[config.mk]
export PLATFORM = sky130hd
export DESIGN_NAME = s2c_cordic_cell
export DESIGN_NICKNAME = d
export VERILOG_FILES = /design/src/rtl/s2c_pkg.sv /design/src/rtl/s2c_cordic_cell.sv
export SDC_FILE = /design/constraint.sdc
export NUM_CORES = 1
export LEC_CHECK = 0
export BUFFER_PORTS_ARGS = -buffer_cell sky130_fd_sc_hd__buf_4
export CAP_MARGIN = 0
export CORE_MARGIN = 2
export CORE_UTILIZATION = 56
export DETAILED_ROUTE_END_ITERATION = 16
export PLACE_DENSITY_LB_ADDON = 0.08
export SETUP_SLACK_MARGIN = 0.4
export SLEW_MARGIN = 30
export SYNTH_ARGS = -nofsm -noshare
export SYNTH_HDL_FRONTEND = slang
export SYNTH_SLANG_ARGS = --single-unit
[constraint.sdc]
create_clock -name i_clk -period 3.95 [get_ports i_clk]
set_input_delay 0.395 -clock i_clk [delete_from_list [all_inputs] [get_ports i_clk]]
set_output_delay 0.395 -clock i_clk [all_outputs]
set_load 0.005 [all_outputs]
[src/rtl/s2c_pkg.sv]
// Shared types, constants and the arctangent table of the spherical-to-Cartesian unit.
`timescale 1ns / 1ps

package s2c_pkg;

    // Q30 CORDIC word and Q16 trig value
    typedef logic signed [31:0] t_q30;
    typedef logic signed [17:0] t_trig;
    typedef logic [1:0]         t_quad;

    // Fields that travel beside the angle datapath
    typedef struct packed {
        logic [15:0] range_mm;
        logic [7:0]  intensity;
        logic        last;
    } t_side;

    // Quadrant codes
    localparam t_quad QUAD_0 = 2'd0;
    localparam t_quad QUAD_1 = 2'd1;
    localparam t_quad QUAD_2 = 2'd2;
    localparam t_quad QUAD_3 = 2'd3;

    // Angle units: hundredths of a degree
    localparam int unsigned FULL_CDEG = 36000;
    localparam int unsigned QUAD_CDEG = 9000;

    // Radian conversion: z = (m * PI_Q30 + ZDIV / 2) / ZDIV, with PI_Q30 split
    // into a whole multiple of ZDIV and a remainder
    localparam longint unsigned PI_Q30      = 64'd3373259426;
    localparam int unsigned     ZDIV        = 18000;
    localparam int unsigned     PI_INT      = int'(PI_Q30 / ZDIV);
    localparam int unsigned     PI_FRAC     = int'(PI_Q30 % ZDIV);
    localparam int unsigned     RECIP_SHIFT = 40;
    localparam logic [25:0]     ZDIV_RECIP  = 26'((64'd1 << RECIP_SHIFT) / ZDIV);

    // CORDIC
    localparam int unsigned ATAN_ENTRIES = 24;
    localparam t_q30 GAIN_Q30  = 32'sd652032874;
    localparam t_q30 ROUND_Q16 = 32'sd8192;

    localparam t_q30 ATAN_Q30 [ATAN_ENTRIES] = '{
        32'sd843314857, 32'sd497837829, 32'sd263043837, 32'sd133525159,
        32'sd67021687,  32'sd33543516,  32'sd16775851,  32'sd8388437,
        32'sd4194283,   32'sd2097149,   32'sd1048576,   32'sd524288,
        32'sd262144,    32'sd131072,    32'sd65536,     32'sd32768,
        32'sd16384,     32'sd8192,      32'sd4096,      32'sd2048,
        32'sd1024,      32'sd512,       32'sd256,       32'sd128
    };

    // Pipeline depths of the angle front end and the coordinate back end
    localparam int unsigned PREP_LAT  = 6;
    localparam int unsigned COORD_LAT = 6;

endpackage

[src/rtl/s2c_cordic_cell.sv]
// One rotation-mode CORDIC iteration with its output register.
`timescale 1ns / 1ps

module s2c_cordic_cell import s2c_pkg::*; #(
    parameter int unsigned STAGE = 0
) (
    input  logic  i_clk,
    input  t_q30  i_x,
    input  t_q30  i_y,
    input  t_q30  i_z,
    input  t_quad i_q,
    output t_q30  o_x,
    output t_q30  o_y,
    output t_q30  o_z,
    output t_quad o_q
);

    localparam t_q30 ATAN = ATAN_Q30[STAGE];

    t_q30  n_dx, n_dy;
    t_q30  r_x, r_y, r_z;
    t_quad r_q;

    assign n_dx = i_y >>> STAGE;
    assign n_dy = i_x >>> STAGE;

    // Rotate toward zero residual angle
    always_ff @(posedge i_clk) begin
        if (!i_z[31]) begin
            r_x <= i_x - n_dx;
            r_y <= i_y + n_dy;
            r_z <= i_z - ATAN;
        end else begin
            r_x <= i_x + n_dx;
            r_y <= i_y - n_dy;
            r_z <= i_z + ATAN;
        end
        r_q <= i_q;
    end

    assign o_x = r_x;
    assign o_y = r_y;
    assign o_z = r_z;
    assign o_q = r_q;

endmodule

# Yosys cells after proc, flatten, opt, wreduce, memory -nomap -nowiden
# Index checks and enable logic that the tools add are counted.
# word_totals
register_bits	98
input_bits	99
output_inout_bits	98
word_cells	12
# classes
add_sub_neg	5
n_mux	3
# ops
operator	n
two-way mux 32 bit	3
subtractor 32 bit	2
adder 32 x 31 -> 32 bit (second input constant)	1
adder 32 bit	1
subtractor 32 x 31 -> 32 bit (second input constant)	1

# Longest topological paths before layout
# depth
depth_word	2
ltp_mapped	13
mapped_depth_nobuf	12

# Worst setup path before layout
# OpenSTA, ideal clock, no wires.
# synth_timing
kind	input -> register
start	input port i_z[31]
end	register r_z[24], in the netlist o_z[24]
arrival_ps	3339
required_time_ps	3822
slack_ps	484
cell_stages	13
n_path_buf	2
cell_sequence	inv_1 clkbuf_1 buf_1 ha_1 nor2b_1 o2111ai_1 nand3_1 o211ai_1 a311oi_1 a2111oi_2 nor2_1 a31o_2 xor2_1
# synth_between
elab_chain_cells	1
# synth_lines
item	line	source
start, declared	s2c_cordic_cell.sv:10	input t_q30 i_z,
two-way mux 32 bit	s2c_cordic_cell.sv:29	if (!i_z[31]) begin
end signal, assigned	s2c_cordic_cell.sv:32	r_z <= i_z - ATAN;
end signal, assigned	s2c_cordic_cell.sv:36	r_z <= i_z + ATAN;
end, declared	s2c_cordic_cell.sv:21	t_q30 r_x, r_y, r_z;
# No other way between the ends.

# Final worst setup path
# layout_timing
start	input port i_x[0]
end	register r_y[28], in the netlist o_y[28]
# layout_between
elab_chain_cells	2
word_cells_on_any_way	3
# layout_lines
item	line	source
start, declared	s2c_cordic_cell.sv:8	input t_q30 i_x,
adder 32 bit or subtractor 32 bit (tied branches)	s2c_cordic_cell.sv:31, s2c_cordic_cell.sv:35	
two-way mux 32 bit (*)	s2c_cordic_cell.sv:29	
end signal, assigned	s2c_cordic_cell.sv:31	r_y <= i_y + n_dy;
end signal, assigned	s2c_cordic_cell.sv:35	r_y <= i_y - n_dy;
end, declared	s2c_cordic_cell.sv:21	
# Every way passes the cells marked *; elsewhere a longest branch is shown, timed or not.

==> results.json <==
{
  "cts_made_buffers": 9,
  "synth_area_um2": 8920,
  "tightest_slew_ps": 679,
  "tritoncts": "built",
  "hold_viol_final": 0,
  "final_common_cell": "buf_4",
  "synth_nets": 1359,
  "tns_ps": 0,
  "ys_async_sr_fraction": 0,
  "root_buffer": "clkbuf_16",
  "post_cts_resized": 0,
  "max_freq_mhz": 303,
  "grt_pass1_wl_um": 41900,
  "netlist_instances": 1125,
  "routed-via-count": 8787,
  "ant_nets": 0,
  "syn_avg_cell_area_um2": 7.93,
  "cp-end-kind": "flip-flop",
  "min_to": "o_q[0]",
  "whs_ps": 146,
  "ys_seq_area_frac": 0.218,
  "detailed_place_hpwl_um": 21000,
  "synth-seq-cells": 97,
  "peakVddDrop_uv": 272,
  "timing.final.crit_period_ps": 3300,
  "min_path_type": "in2reg",
  "outcome": "finished clean",
  "wire_per_inst_um": 17.4,
  "core_um2": 15700,
  "drtIter0Drc": 637,
  "critPathKind": "in2reg",
  "cts.sinks": 97,
  "io_buffers": 196,
  "grt_setup_unrepaired": "false",
  "power_leakage_nw": 5.19,
  "min_period_over_period": 0.835,
  "area_delta_synth_final_pct": 21.1,
  "h-tree-depth": 3,
  "die_area_um2": 17000,
  "slew_headroom": 0.548,
  "gp_congestion": 1.03,
  "drive_gt1_frac": 0.188,
  "cap_violations": 0,
  "ys.flop_type": "dfxtp_1",
  "n_antenna_cell": 0,
  "ctsHoldBuffers": 0,
  "first_global_vias": 8202,
  "start_util": 0.568,
  "min_from": "i_q[0]",
  "cp_max_fo": 5,
  "synth-edff-count": 0,
  "start_kind": "input port",
  "drtPass1Iterations": 6,
  "clockBufferDepth": 2,
  "placed_cells": 1505,
  "power_density_nw_per_um2": 349,
  "drv_slew": 0,
  "die_y_um": 130,
  "die_w_um": 130,
  "clkTransAtPathRegs_ps": 70,
  "final-setup-viol-count": 0,
  "io_pins": 197,
  "synth_cell_type_count": 76,
  "viasPerCell": 5.78,
  "hold_depth": 1,
  "fin_nets": 1534,
  "cp_data_required_time_ps": 4180,
  "antenna_found_initial": 0,
  "mostFrequentLayoutCells": "buf_4, ha_1, a21oi_1, nor2_1, dfxtp_1",
  "drc": 0,
  "layoutNonFillerInstCount": 1521,
  "grt_remaining_overflow": 0,
  "arrival_ps": 3530,
  "post_cts_buffers": 0,
  "num_rows": 46,
  "grt_max_degree": 57,
  "grt_usage": 0.312,
  "wirelength_um": 26400,
  "synth_warnings": 0
}
## cells in the mapped netlist (7+ instances only)
| master | number | area share |
|---|---|---|
| inv_1 | 91 | 0.038 |
| a21oi_1 | 125 | 0.070 |
| nand3_1 | 21 | 0.012 |
| dfxtp_1 | 97 | 0.22 |
| xor2_1 | 20 | 0.020 |
| o31ai_1 | 18 | 0.015 |
| o21ai_0 | 66 | 0.037 |
| buf_2 | 7 | 0.0039 |
| a211oi_1 | 10 | 0.0084 |
| nand2b_1 | 12 | 0.0084 |
| nand2_1 | 53 | 0.022 |
| mux2i_1 | 18 | 0.020 |
| nor2b_1 | 18 | 0.013 |
| nor3_1 | 24 | 0.013 |
| ha_1 | 132 | 0.19 |
| and3_1 | 7 | 0.0049 |
| o21a_1 | 12 | 0.010 |
| o211ai_1 | 11 | 0.0093 |
| nor2_1 | 99 | 0.042 |
| o21bai_1 | 22 | 0.019 |
| a21o_1 | 36 | 0.030 |
| xnor2_1 | 68 | 0.067 |
| a31oi_1 | 7 | 0.0049 |
| nand4_1 | 11 | 0.0077 |
| clkbuf_1 | 19 | 0.0080 |
| buf_1 | 8 | 0.0034 |
## power by group
| group | internal, W | total, W | switching (W) |
|---|---|---|---|
| Combinational | 0.000780 | 0.00164 | 0.000864 |
| Sequential | 0.00121 | 0.00128 | 0.0000686 |
| Clock | 0.000447 | 0.000848 | 0.000401 |
## how the worst max path moves through the flow
stage | slack (ps) | cells past startpoint | from | to
after global placement | 510 | 12 | i_x[0] | o_y[28]
after CTS | 810 | 12 | i_x[0] | o_y[28]
after global routing | 610 | 12 | i_x[0] | o_y[28]
after detailed placement | 440 | 12 | i_x[0] | o_y[28]
after floorplan | 480 | 13 | i_z[31] | o_z[24]
final | 650 | 12 | i_x[0] | o_y[28]
## area by class of cell
class	count	area, µm²
inverters	97	364
repair buffers	205	1540
clock buffers	12	246
clock inverters	4	27.5
fillers	1402	4900
flip-flops and latches	97	1940
multi-input cells	890	6420
well taps	216	270
## routing by layer
layer,vias up,track usage,share of wire
met1,4002,0.424,0.44
li1,4331,-,-
met3,60,0.0443,0.078
met4,0,0.132,0.035
met5,-,0,0
met2,394,0.496,0.45
## worst max-delay path: stages
cell and delay (ps):
buf_4 130, ha_1 270, fa_1 430, nor2b_1 170
o21ai_1 190, nand3_1 170, a211o_1 350, o211ai_1 430
a32oi_1 270, a211o_1 320, mux2_2 270, xnor2_1 120
## stage by stage
stage / worst slack, ps / area [µm²] / utilization / power, W
after floorplan: 484 / 8920 / - / 0.00222
after global placement: 507 / 10500 / 0.671 / 0.00291
after detailed placement: 436 / 10500 / 0.671 / 0.00292
after global routing: 612 / 10800 / 0.688 / 0.00401
final: 650 / 10800 / 0.688 / 0.00377
after CTS: 806 / 10800 / 0.688 / 0.00378
## kinds of logic (layout without fill, tap and decap cells)
family                     Yosys count  in the layout  synth area share
AOI/OAI and AO/OA                  374            374             0.273
xor gates and xnor gates            88             88            0.0864
adders and majority gates          135            135             0.192
buffers and inverters              138            318            0.0628
DFF                                 97             97             0.218
muxes                               21             21            0.0240
and+or+nand+nor                    272            272             0.144
## flip-flops by register name, indices dropped and copies added, names as in the netlist
register and flops:
o_z 32, o_q 2, o_x 31, o_y 32
No activity file was read; power rests on OpenSTA's default activity.
