<file path="src/rtl/s2c_pkg.sv">
// Shared types, constants and the arctangent table of the spherical-to-Cartesian unit.
`timescale 1ns / 1ps

package s2c_pkg;

    // Q30 CORDIC word and Q16 trig value
    typedef logic signed [31:0] t_q30;
    typedef logic signed [17:0] t_trig;
    typedef logic [1:0]         t_quad;

    // Fields that travel beside the angle datapath
    typedef struct packed {
        logic [15:0] range_mm;
        logic [7:0]  intensity;
        logic        last;
    } t_side;

    // Quadrant codes
    localparam t_quad QUAD_0 = 2'd0;
    localparam t_quad QUAD_1 = 2'd1;
    localparam t_quad QUAD_2 = 2'd2;
    localparam t_quad QUAD_3 = 2'd3;

    // Angle units: hundredths of a degree
    localparam int unsigned FULL_CDEG = 36000;
    localparam int unsigned QUAD_CDEG = 9000;

    // Radian conversion: z = (m * PI_Q30 + ZDIV / 2) / ZDIV, with PI_Q30 split
    // into a whole multiple of ZDIV and a remainder
    localparam longint unsigned PI_Q30      = 64'd3373259426;
    localparam int unsigned     ZDIV        = 18000;
    localparam int unsigned     PI_INT      = int'(PI_Q30 / ZDIV);
    localparam int unsigned     PI_FRAC     = int'(PI_Q30 % ZDIV);
    localparam int unsigned     RECIP_SHIFT = 40;
    localparam logic [25:0]     ZDIV_RECIP  = 26'((64'd1 << RECIP_SHIFT) / ZDIV);

    // CORDIC
    localparam int unsigned ATAN_ENTRIES = 24;
    localparam t_q30 GAIN_Q30  = 32'sd652032874;
    localparam t_q30 ROUND_Q16 = 32'sd8192;

    localparam t_q30 ATAN_Q30 [ATAN_ENTRIES] = '{
        32'sd843314857, 32'sd497837829, 32'sd263043837, 32'sd133525159,
        32'sd67021687,  32'sd33543516,  32'sd16775851,  32'sd8388437,
        32'sd4194283,   32'sd2097149,   32'sd1048576,   32'sd524288,
        32'sd262144,    32'sd131072,    32'sd65536,     32'sd32768,
        32'sd16384,     32'sd8192,      32'sd4096,      32'sd2048,
        32'sd1024,      32'sd512,       32'sd256,       32'sd128
    };

    // Pipeline depths of the angle front end and the coordinate back end
    localparam int unsigned PREP_LAT  = 6;
    localparam int unsigned COORD_LAT = 6;

endpackage

</file>
<file path="src/rtl/s2c_angle_prep.sv">
// Angle front end: wrap to one turn, split off the quadrant, convert to Q30 radians.
`timescale 1ns / 1ps

module s2c_angle_prep import s2c_pkg::*; (
    input  logic               i_clk,
    input  logic signed [16:0] i_ang,
    output t_q30               o_z,
    output t_quad              o_q
);

    localparam logic signed [16:0] FULL_S = 17'(FULL_CDEG);
    localparam logic [15:0] Q1_CDEG = 16'(QUAD_CDEG);
    localparam logic [15:0] Q2_CDEG = 16'(2 * QUAD_CDEG);
    localparam logic [15:0] Q3_CDEG = 16'(3 * QUAD_CDEG);

    logic signed [16:0] n_wrap;
    logic [15:0]        r_a;
    t_quad              n_q;
    logic [15:0]        n_base;
    t_quad              r_q2, r_q3, r_q4, r_q5, r_q6;
    logic [13:0]        r_m;
    logic [31:0]        r_hi3, r_hi4, r_hi5;
    logic [25:0]        r_v3, r_v4, r_v5;
    logic [51:0]        n_prod;
    logic [11:0]        r_test;
    logic [25:0]        n_rem;
    logic [11:0]        n_t;
    t_q30               r_z;

    // Wrap into one turn
    always_comb begin
        if (i_ang < 17'sd0) begin
            n_wrap = i_ang + FULL_S;
        end else if (i_ang >= FULL_S) begin
            n_wrap = i_ang - FULL_S;
        end else begin
            n_wrap = i_ang;
        end
    end

    // Pick the quadrant
    always_comb begin
        if (r_a >= Q3_CDEG) begin
            n_q    = QUAD_3;
            n_base = Q3_CDEG;
        end else if (r_a >= Q2_CDEG) begin
            n_q    = QUAD_2;
            n_base = Q2_CDEG;
        end else if (r_a >= Q1_CDEG) begin
            n_q    = QUAD_1;
            n_base = Q1_CDEG;
        end else begin
            n_q    = QUAD_0;
            n_base = 16'd0;
        end
    end

    // Estimate remainder-part quotient by reciprocal, then correct once
    assign n_prod = 52'(r_v4) * 52'(ZDIV_RECIP);
    assign n_rem  = r_v5 - 26'(r_test) * 26'(ZDIV);
    assign n_t    = (n_rem >= 26'(ZDIV)) ? r_test + 12'd1 : r_test;

    always_ff @(posedge i_clk) begin
        r_a    <= n_wrap[15:0];
        r_q2   <= n_q;
        r_m    <= 14'(r_a - n_base);
        r_q3   <= r_q2;
        r_hi3  <= 32'(r_m) * 32'(PI_INT);
        r_v3   <= 26'(r_m) * 26'(PI_FRAC) + 26'(ZDIV / 2);
        r_q4   <= r_q3;
        r_hi4  <= r_hi3;
        r_v4   <= r_v3;
        r_test <= n_prod[51:40];
        r_q5   <= r_q4;
        r_hi5  <= r_hi4;
        r_v5   <= r_v4;
        r_q6   <= r_q5;
        r_z    <= t_q30'(r_hi5 + 32'(n_t));
    end

    assign o_z = r_z;
    assign o_q = r_q6;

endmodule

</file>
<file path="config.mk">
export PLATFORM = sky130hd
export DESIGN_NAME = s2c_angle_prep
export DESIGN_NICKNAME = d
export VERILOG_FILES = /design/src/rtl/s2c_pkg.sv /design/src/rtl/s2c_angle_prep.sv
export SDC_FILE = /design/constraint.sdc
export NUM_CORES = 1
export LEC_CHECK = 0
export ABC_AREA = 1
export BUFFER_PORTS_ARGS = -buffer_cell sky130_fd_sc_hd__buf_4
export CORE_AREA = 5 5 252 254
export CTS_CLUSTER_DIAMETER = 150
export DETAILED_ROUTE_END_ITERATION = 8
export DIE_AREA = 0 0 257 259
export PLACE_DENSITY = 0.6
export SETUP_SLACK_MARGIN = 0.3
export SLEW_MARGIN = 0
export SYNTH_ARGS = -nofsm -noshare
export SYNTH_HDL_FRONTEND = slang
export SYNTH_SLANG_ARGS = --single-unit
</file>
<file path="constraint.sdc">
create_clock -name i_clk -period 8.7 [get_ports i_clk]
set_clock_uncertainty 0.15 [all_clocks]
set_input_delay 1.305 -clock i_clk [delete_from_list [all_inputs] [get_ports i_clk]]
set_output_delay 1.305 -clock i_clk [all_outputs]
set_load 0.03 [all_outputs]
</file>
# After elaboration in Yosys (flattened, before gate mapping)
# Index checks and enable logic that the tools add are counted.
op_classes:
  n_addsub: 7
  n_mul: 4
  magnitude_cmp: 6
  n_mux: 8
  reduce_logical: 1
op_table:
  columns: ["cell", "n"]
  rows:
  - ["$mul 26x26->52 const B", 1]
  - ["$mux 14", 3]
  - ["$add 32x12->32", 1]
  - ["$ge 16x15->1 const B", 2]
  - ["$mul 14x18->32 const B", 1]
  - ["$mux 16", 2]
  - ["$add 26x14->26 const B", 1]
  - ["$ge 26x15->1 const B", 1]
  - ["$sub 26x26->26", 1]
  - ["$mul 14x12->25 const B", 1]
  - ["$mul 12x11->22 const B", 1]
  - ["$ge 17x17->1 const B", 1]
  - ["$lt 17x1->1 const B", 1]
  - ["$add 16x16->16 const B", 1]
  - ["$ge 16x14->1 const B", 1]
  - ["$sub 16x16->16 const B", 1]
  - ["$sub 14x14->14", 1]
  - ["$add 12x1->12 const B", 1]
  - ["$mux 12", 1]
  - ["$mux 1", 2]
  - ["$reduce_or 2->1", 1]
word_totals:
  reg_bits: 258
  inputBits: 18
  output_inout_bits: 34
  wordCells: 42

# Longest topological paths before layout
# Gate-level depths: netlist of run 1.
logic_depth:
  word_depth: 5
  mapped_depth: 47
  depth_no_buf: 46

# Worst setup path before layout of run 1
# OpenSTA, ideal clock, no wires.
synth_timing:
  path_type: "register -> register"
  startpoint: "register r_test[6]"
  endpoint: "register r_z[28], in the netlist o_z[28]"
  setup_time_ns: 0.072
  arrival_ns: 7.206
  required_ns: 8.478
  setup_slack_ns: 1.272
  path_stages_with_launch: 44
  path_buffers: 1
  period_less_slack_ns: 7.428
  cell_sequence: "dfxtp_1 > ha_1 > ha_1 > inv_1 > fa_1 > inv_1 > fa_1 > inv_1 > fa_1 > inv_1 > ha_1 > a21oi_1 > o21ai_0 > a21oi_1 > o21ai_0 > a31oi_1 > o21ai_0 > xnor2_1 > (+8 left out) > inv_1 > nand2_1 > nor2_1 > nand2_2 > buf_6 > xor2_1 > ha_1 > inv_1 > fa_1 > inv_1 > a21oi_1 > o21ai_2 > and3_1 > nand2_1 > nor2_2 > nand2_1 > nor2_1 > xor2_1"
synth_between:
  elab_chain_cells: 5
  word_cells_on_any_way: 6
  cone_classes: "3 x add/sub; 1 x mul; 1 x order compare; 1 x mux"
synth_lines:
  columns: ["item", "line_no", "source"]
  rows:
  - ["start, declared", "s2c_angle_prep.sv:25", "logic [11:0] r_test;"]
  - ["start signal, assigned", "s2c_angle_prep.sv:73", "r_test <= n_prod[51:40];"]
  - ["$mul 12x11->22", "s2c_angle_prep.sv:60", "assign n_rem = r_v5 - 26'(r_test) * 26'(ZDIV);"]
  - ["$sub 26x26->26", "s2c_angle_prep.sv:60", null]
  - ["$ge 26x15->1", "s2c_angle_prep.sv:61", "assign n_t = (n_rem >= 26'(ZDIV)) ? r_test + 12'd1 : r_test;"]
  - ["$mux 12 *", "s2c_angle_prep.sv:61", null]
  - ["$add 32x12->32 *", "s2c_angle_prep.sv:78", "r_z <= t_q30'(r_hi5 + 32'(n_t));"]
  - ["end signal, assigned", "s2c_angle_prep.sv:78", null]
  - ["end, declared", "s2c_angle_prep.sv:28", "t_q30 r_z;"]
# Every way passes the cells marked *; elsewhere a longest branch is shown, timed or not.
# A chain may end at the register's enable or synchronous reset.

# Worst setup path after layout of run 1
layout_timing:
  startpoint: "register r_test[5]"
  endpoint: "register r_z[26], in the netlist o_z[26]"
# Same word-level chain as after synthesis.

==> impl_metrics.toml, run 1 <==
[outcome]
outcome = "finished clean"

[synthesis]
yosysWarnings = 0
synth_cell_types = 47
synth_top_area_share_pct = 26.2
syn_inst = 3145
synth_seq_area_share_pct = 18.2
synth_edf_count = 0
synth_area_leaders = "ha_1 (26%), fa_1 (22%), dfxtp_1 (18%)"
synth_common_cells = "inv_1 (654), ha_1 (578), nand2_1 (446)"
yosysMostFrequentCell = "inv_1"
synth-main-ff-cell = "dfxtp_1"
synth_area_mm2 = 0.0277
synth_seq_cells = 252
synthArstFlopShare_pct = 0
avgSynthCellArea_um2 = 8.79
synth_nets = 4041
yosysTopAreaCell = "ha_1"

[timing]
fmax_ghz = 0.128
min_period_over_period_pct = 89.6
setup_viol = 0
worst_pin_slew_ps = 1140
finalHoldViolCount = 0
slew-limit-headroom_pct = 24.1
drv_slew = 0
rsz0062_at_grt = "false"
finalCriticalPeriod_ps = 7790
final.setup.tns_ps = 0

[min_path]
min_path_cells = 0
hold_start = "r_hi3[5]$_DFF_P_"
hp-class = "reg -> reg"
hold-path-endpoint = "r_hi4[5]$_DFF_P_"

[setup_path]
worstRegToRegCells = 41
worstReg2RegEnd = "o_z[26]$_DFF_P_"
critPathKind = "reg -> reg"
cp_slowest_cell = "fa_1"
crit_path_end_kind = "flop"
arrival_ps = 8130
worstPathMaxFanout = 7
crit_required_ps = 9040
cp-start-kind = "flop"
r2r_start = "r_test[5]$_DFF_P_"
critPathMaxStageDelay_ps = 530
rrSetupSlack_ps = 910

[cts]
tritoncts = "yes"
cts_inserted_buffers = 26
clock_sinks = 252
cts.clk_slew.worst_paths_ps = 70
cts_max_level = 1
cts-root-buf = "clkbuf_16"
clk_latency_ps = 550
clockBufferDepth = 3
cts_hold_buffers = 0

[global_routing]
antenna_found_initial = 0
grt_overflow = 0
grt_pass1_wl_mm = 103
grt_usage_pct = 19.0
grt_pass1_vias = 20400
grt_max_degree = 24

[placed_design]
port_buffers = 51
dp.cells = 4006
gp_congestion = 0.916
hpwl_mm = 53.1

[detailed_routing]
first_iter_violations = 916
routed_wirelength_mm = 62.4
drt-met1-wl_mm = 29.7
ant_nets = 0
dr_total_vias = 20000
first_pass_iters = 5
viasPerCell = 4.93
wl_met2_mm = 29.8
routed.top_layer = "met4"
detail_route.wl_per_cell_um = 15.4
route.met3.wl_mm = 1.91
drc = 0

[floorplan]
die_w_um = 257
core_mm2 = 0.0610
die_area_mm2 = 0.0666
rows = 91
die_h_um = 259
initial_utilization_pct = 45.3
pin_count = 52

[cells_and_area]
insertedDiodeCount = 0
areaGrowthSynthToFinish_pct = 8.90
drive_above_1_share_pct = 5.51
final_cells = 4054
fin_nets = 4142

[flow_run]
drv_cap = 0
worst max path at each step:
stage / slack (ps) / end / start
floorplan: 1270 / o_z[28]$_DFF_P_ / r_test[6]$_DFF_P_
global placement: 560 / o_z[28]$_DFF_P_ / r_test[5]$_DFF_P_
detailed placement: 500 / o_z[26]$_DFF_P_ / r_test[5]$_DFF_P_
CTS: 500 / o_z[26]$_DFF_P_ / r_test[5]$_DFF_P_
global route: 280 / o_z[26]$_DFF_P_ / r_test[5]$_DFF_P_
finish: 910 / o_z[26]$_DFF_P_ / r_test[5]$_DFF_P_
sequential cells by signal, indices dropped and copies added (netlist names):
signal  cells
r_v4       24
r_q5        2
r_v5       24
o_z        32
r_q3        2
r_a        16
r_q4        2
r_hi4      32
r_m        14
r_v3       24
r_hi5      32
r_test     12
r_q2        2
r_hi3      32
o_q         2
cells in the final DEF, fill, tap and decap left out, types with 4 or more instances in the layout:
cell	n
o21ai_1	8
nand4_1	29
o22ai_1	6
fa_1	300
a21oi_2	8
inv_2	10
buf_4	74
o21ai_0	85
clkbuf_1	4
nand3b_1	10
dfxtp_1	252
o211ai_1	6
inv_1	654
xnor2_1	44
nand2_1	445
nand2_2	15
o21a_1	9
nand3_2	5
nor2_1	182
ha_1	575
nor4_1	11
xor2_1	101
a21o_1	8
clkbuf_16	26
clkinvlp_4	4
nor2_2	6
a21oi_1	172
o21bai_1	9
nor3_1	25
nand3_1	115
o221ai_1	4
o31ai_1	5
a31oi_1	8
area by class of cell:
cell class,count,area (um^2)
fill,5947,30900
clock buffer,32,693
inverter,664,2490
timing repair buffer,74,556
multi-input combinational,2228,20200
sequential,252,5040
clock inverter,14,166
tap,790,988
per-layer routing:
layer | vias to the layer above | GRT usage, %
li1 | 10300 | -
met1 | 9390 | 26.5
met5 | - | 0
met2 | 254 | 33.0
met3 | 54 | 1.64
met4 | 0 | 3.22
worst max-delay path, delay by kind of cell (launching register included):
family	cells	cell delay, ps
fa+ha+maj	9	3390
simple gates	14	1910
compound gates	8	1040
buf+inv	7	520
xor+xnor	3	440
flops	1	310
per-stage QoR:
step           setup WS [ps]  area, um^2  hold slack, ps  util, %
2_1_floorplan           1270       27700             160        -
3_3_place_gp             558       29200             160     47.8
3_5_place_dp             504       29200             162     47.8
4_1_cts                  502       30000             166     49.2
5_1_grt                  276       30100             176     49.3
6_report                 908       30100             167     49.3
kinds of logic after synthesis:
group | Yosys count | share of synthesized area, %
and+or+nand+nor | 859 | 13.2
adders and majority gates | 878 | 47.9
AOI/OAI and AO/OA | 344 | 6.93
buffers and inverters | 667 | 9.12
xor gates and xnor gates | 145 | 4.59
DFF | 252 | 18.2
repair_timing:
item / CTS / global route
resized for setup: 0 / 24
endpoints found under the setup margin: 0 / 17
setup buffers: 0 / 0
Power of run 1 is left out: the tool's default activity adds up to more than one toggle a clock period on the data nets, which glitch-free logic cannot reach.
==> inputs of run 2 (changes only) <==
--- a/config.mk
+++ b/config.mk
@@ -7,11 +7,11 @@
 export LEC_CHECK = 0
 export ABC_AREA = 1
 export BUFFER_PORTS_ARGS = -buffer_cell sky130_fd_sc_hd__buf_4
-export CORE_AREA = 5 5 252 254
+export CORE_AREA = 5 5 269 271
 export CTS_CLUSTER_DIAMETER = 150
 export DETAILED_ROUTE_END_ITERATION = 8
-export DIE_AREA = 0 0 257 259
-export PLACE_DENSITY = 0.6
+export DIE_AREA = 0 0 274 276
+export PLACE_DENSITY = 0.54
 export SETUP_SLACK_MARGIN = 0.3
 export SLEW_MARGIN = 0
 export SYNTH_ARGS = -nofsm -noshare
==> run 2 against run 1 <==
Against the previous run:
- cell count rose by 3.9%
- core utilization fell by 5.6 points
- non-clock buffer count rose by 6
- wire length rose by 3.1%
- worst setup slack got worse by 11 ps
- count of clock-buffer cells in the layout fell by 4
- global-route usage fell by 1.8 points
- sequential cell count did not move
- design area rose by 1.1%
- critical endpoint is now o_z[28]$_DFF_P_
- critical path depth fell by 1
- maximum frequency fell by 0.14%
- first-iteration DRC count fell by 7.8%
==> impl_metrics.toml, run 2 (same netlist as run 1, synthesis figures left out) <==
[cells_and_area]
insertedDiodeCount = 0
drive_above_1_share_pct = 5.96
final_common_cell = "inv_1"
fin_nets = 4147
final_cell_mix = "inv_1 (654), ha_1 (572), nand2_1 (445)"
areaGrowthSynthToFinish_pct = 10.1

[floorplan]
die_h_um = 276
die_area_mm2 = 0.0756
rows = 97
initial_utilization_pct = 39.8
die_w_um = 274
core_mm2 = 0.0695
pin_count = 52

[global_routing]
grt_pass1_vias = 20300
grt_usage_pct = 17.2
busiest_layer = "met2"
grt_overflow = 0
met1_usage_pct = 24.6
antenna_found_initial = 0
grt_pass1_wl_mm = 106
use_met2_pct = 28.7
use_met3_pct = 1.93
grt_max_degree = 24

[timing]
worst_pin_slew_ps = 1110
finalHoldViolCount = 0
min_period_over_period_pct = 89.7
rsz0062_at_grt = "true"
setup_viol = 0
finalCriticalPeriod_ps = 7800
final.setup.tns_ps = 0
fmax_ghz = 0.128
slew-limit-headroom_pct = 26.0
drv_slew = 0

[detailed_routing]
first_pass_iters = 5
drc = 0
first_iter_violations = 845
ant_nets = 0
viasPerCell = 4.73
detail_route.wl_per_cell_um = 15.3
routed_wirelength_mm = 64.4
dr_total_vias = 19900

[setup_path]
worstPathMaxFanout = 12
crit_top_cell = "inv_1"
cp-start-kind = "flop"
arrival_ps = 8130
critPathKind = "reg -> reg"
cp_slowest_cell = "fa_1"
crit_path_end_kind = "flop"
critPathMaxStageDelay_ps = 530
worstRegToRegCells = 40
crit_required_ps = 9030

[placed_design]
gp_congestion = 0.903
port_buffers = 51
hpwl_mm = 54.7

[outcome]
outcome = "finished clean"

[flow_run]
drv_cap = 0

[min_path]
hp-class = "reg -> reg"
min_path_cells = 0

[cts]
cts_inserted_buffers = 26
cts-root-buf = "clkbuf_16"
cts.clk_slew.worst_paths_ps = 70
clock_sinks = 252
clk_latency_ps = 550
cts_max_level = 1
clockBufferDepth = 3
cts_hold_buffers = 0
tritoncts = "yes"
[run 2: worst paths after layout]
check                                        from         endpoint  slack, ps
worst max register to register  r_test[5]$_DFF_P_  o_z[28]$_DFF_P_        900
worst max-delay path            r_test[5]$_DFF_P_  o_z[28]$_DFF_P_        900
worst min register to register    r_q3[0]$_DFF_P_  r_q4[0]$_DFF_P_        170
worst min-delay path              r_q3[0]$_DFF_P_  r_q4[0]$_DFF_P_        170
[run 2: final cells by class]
type	count	area, um^2
clock buffer	28	679
clock inverter	20	220
fill	6996	39100
inverter	664	2490
multi-input combinational	2227	20200
sequential	252	5040
tap	940	1180
timing repair buffer	80	613
[run 2: per-layer routing]
metal / vias up / wire length, um
met3: 54 / 2280
met4: 0 / 1040
met1: 9284 / 31500
li1: 10300 / -
met2: 291 / 29600
met5: - / 0
[run 2: metrics by stage]
stage | worst slack [ps] | utilization [%] | hold slack, ps | instances | instance area (um^2)
floorplan | 1270 | - | 160 | 3145 | 27700
global placement | 564 | 42.2 | 161 | 4156 | 29400
detailed placement | 403 | 42.2 | 162 | 4156 | 29400
CTS | 383 | 43.5 | 176 | 4204 | 30300
global route | 271 | 43.8 | 178 | 4211 | 30400
finish | 897 | 43.8 | 175 | 4211 | 30400
[run 2: repair_timing]
| action | CTS | global route |
|---|---|---|
| buffers inserted | 0 | 6 |
| setup endpoints to repair | 0 | 20 |
| gates resized for setup | 0 | 31 |
[run 2: critical path: cells and delay by family, from the launching register on]
| family | cells | cell delay (ps) |
|---|---|---|
| and+or+nand+nor | 12 | 1530 |
| adders and majority gates | 9 | 3390 |
| DFF | 1 | 320 |
| xor gates and xnor gates | 3 | 460 |
| AOI/OAI and AO/OA | 8 | 1230 |
| buffers and inverters | 8 | 670 |
Power of run 2 is left out for the same reason.
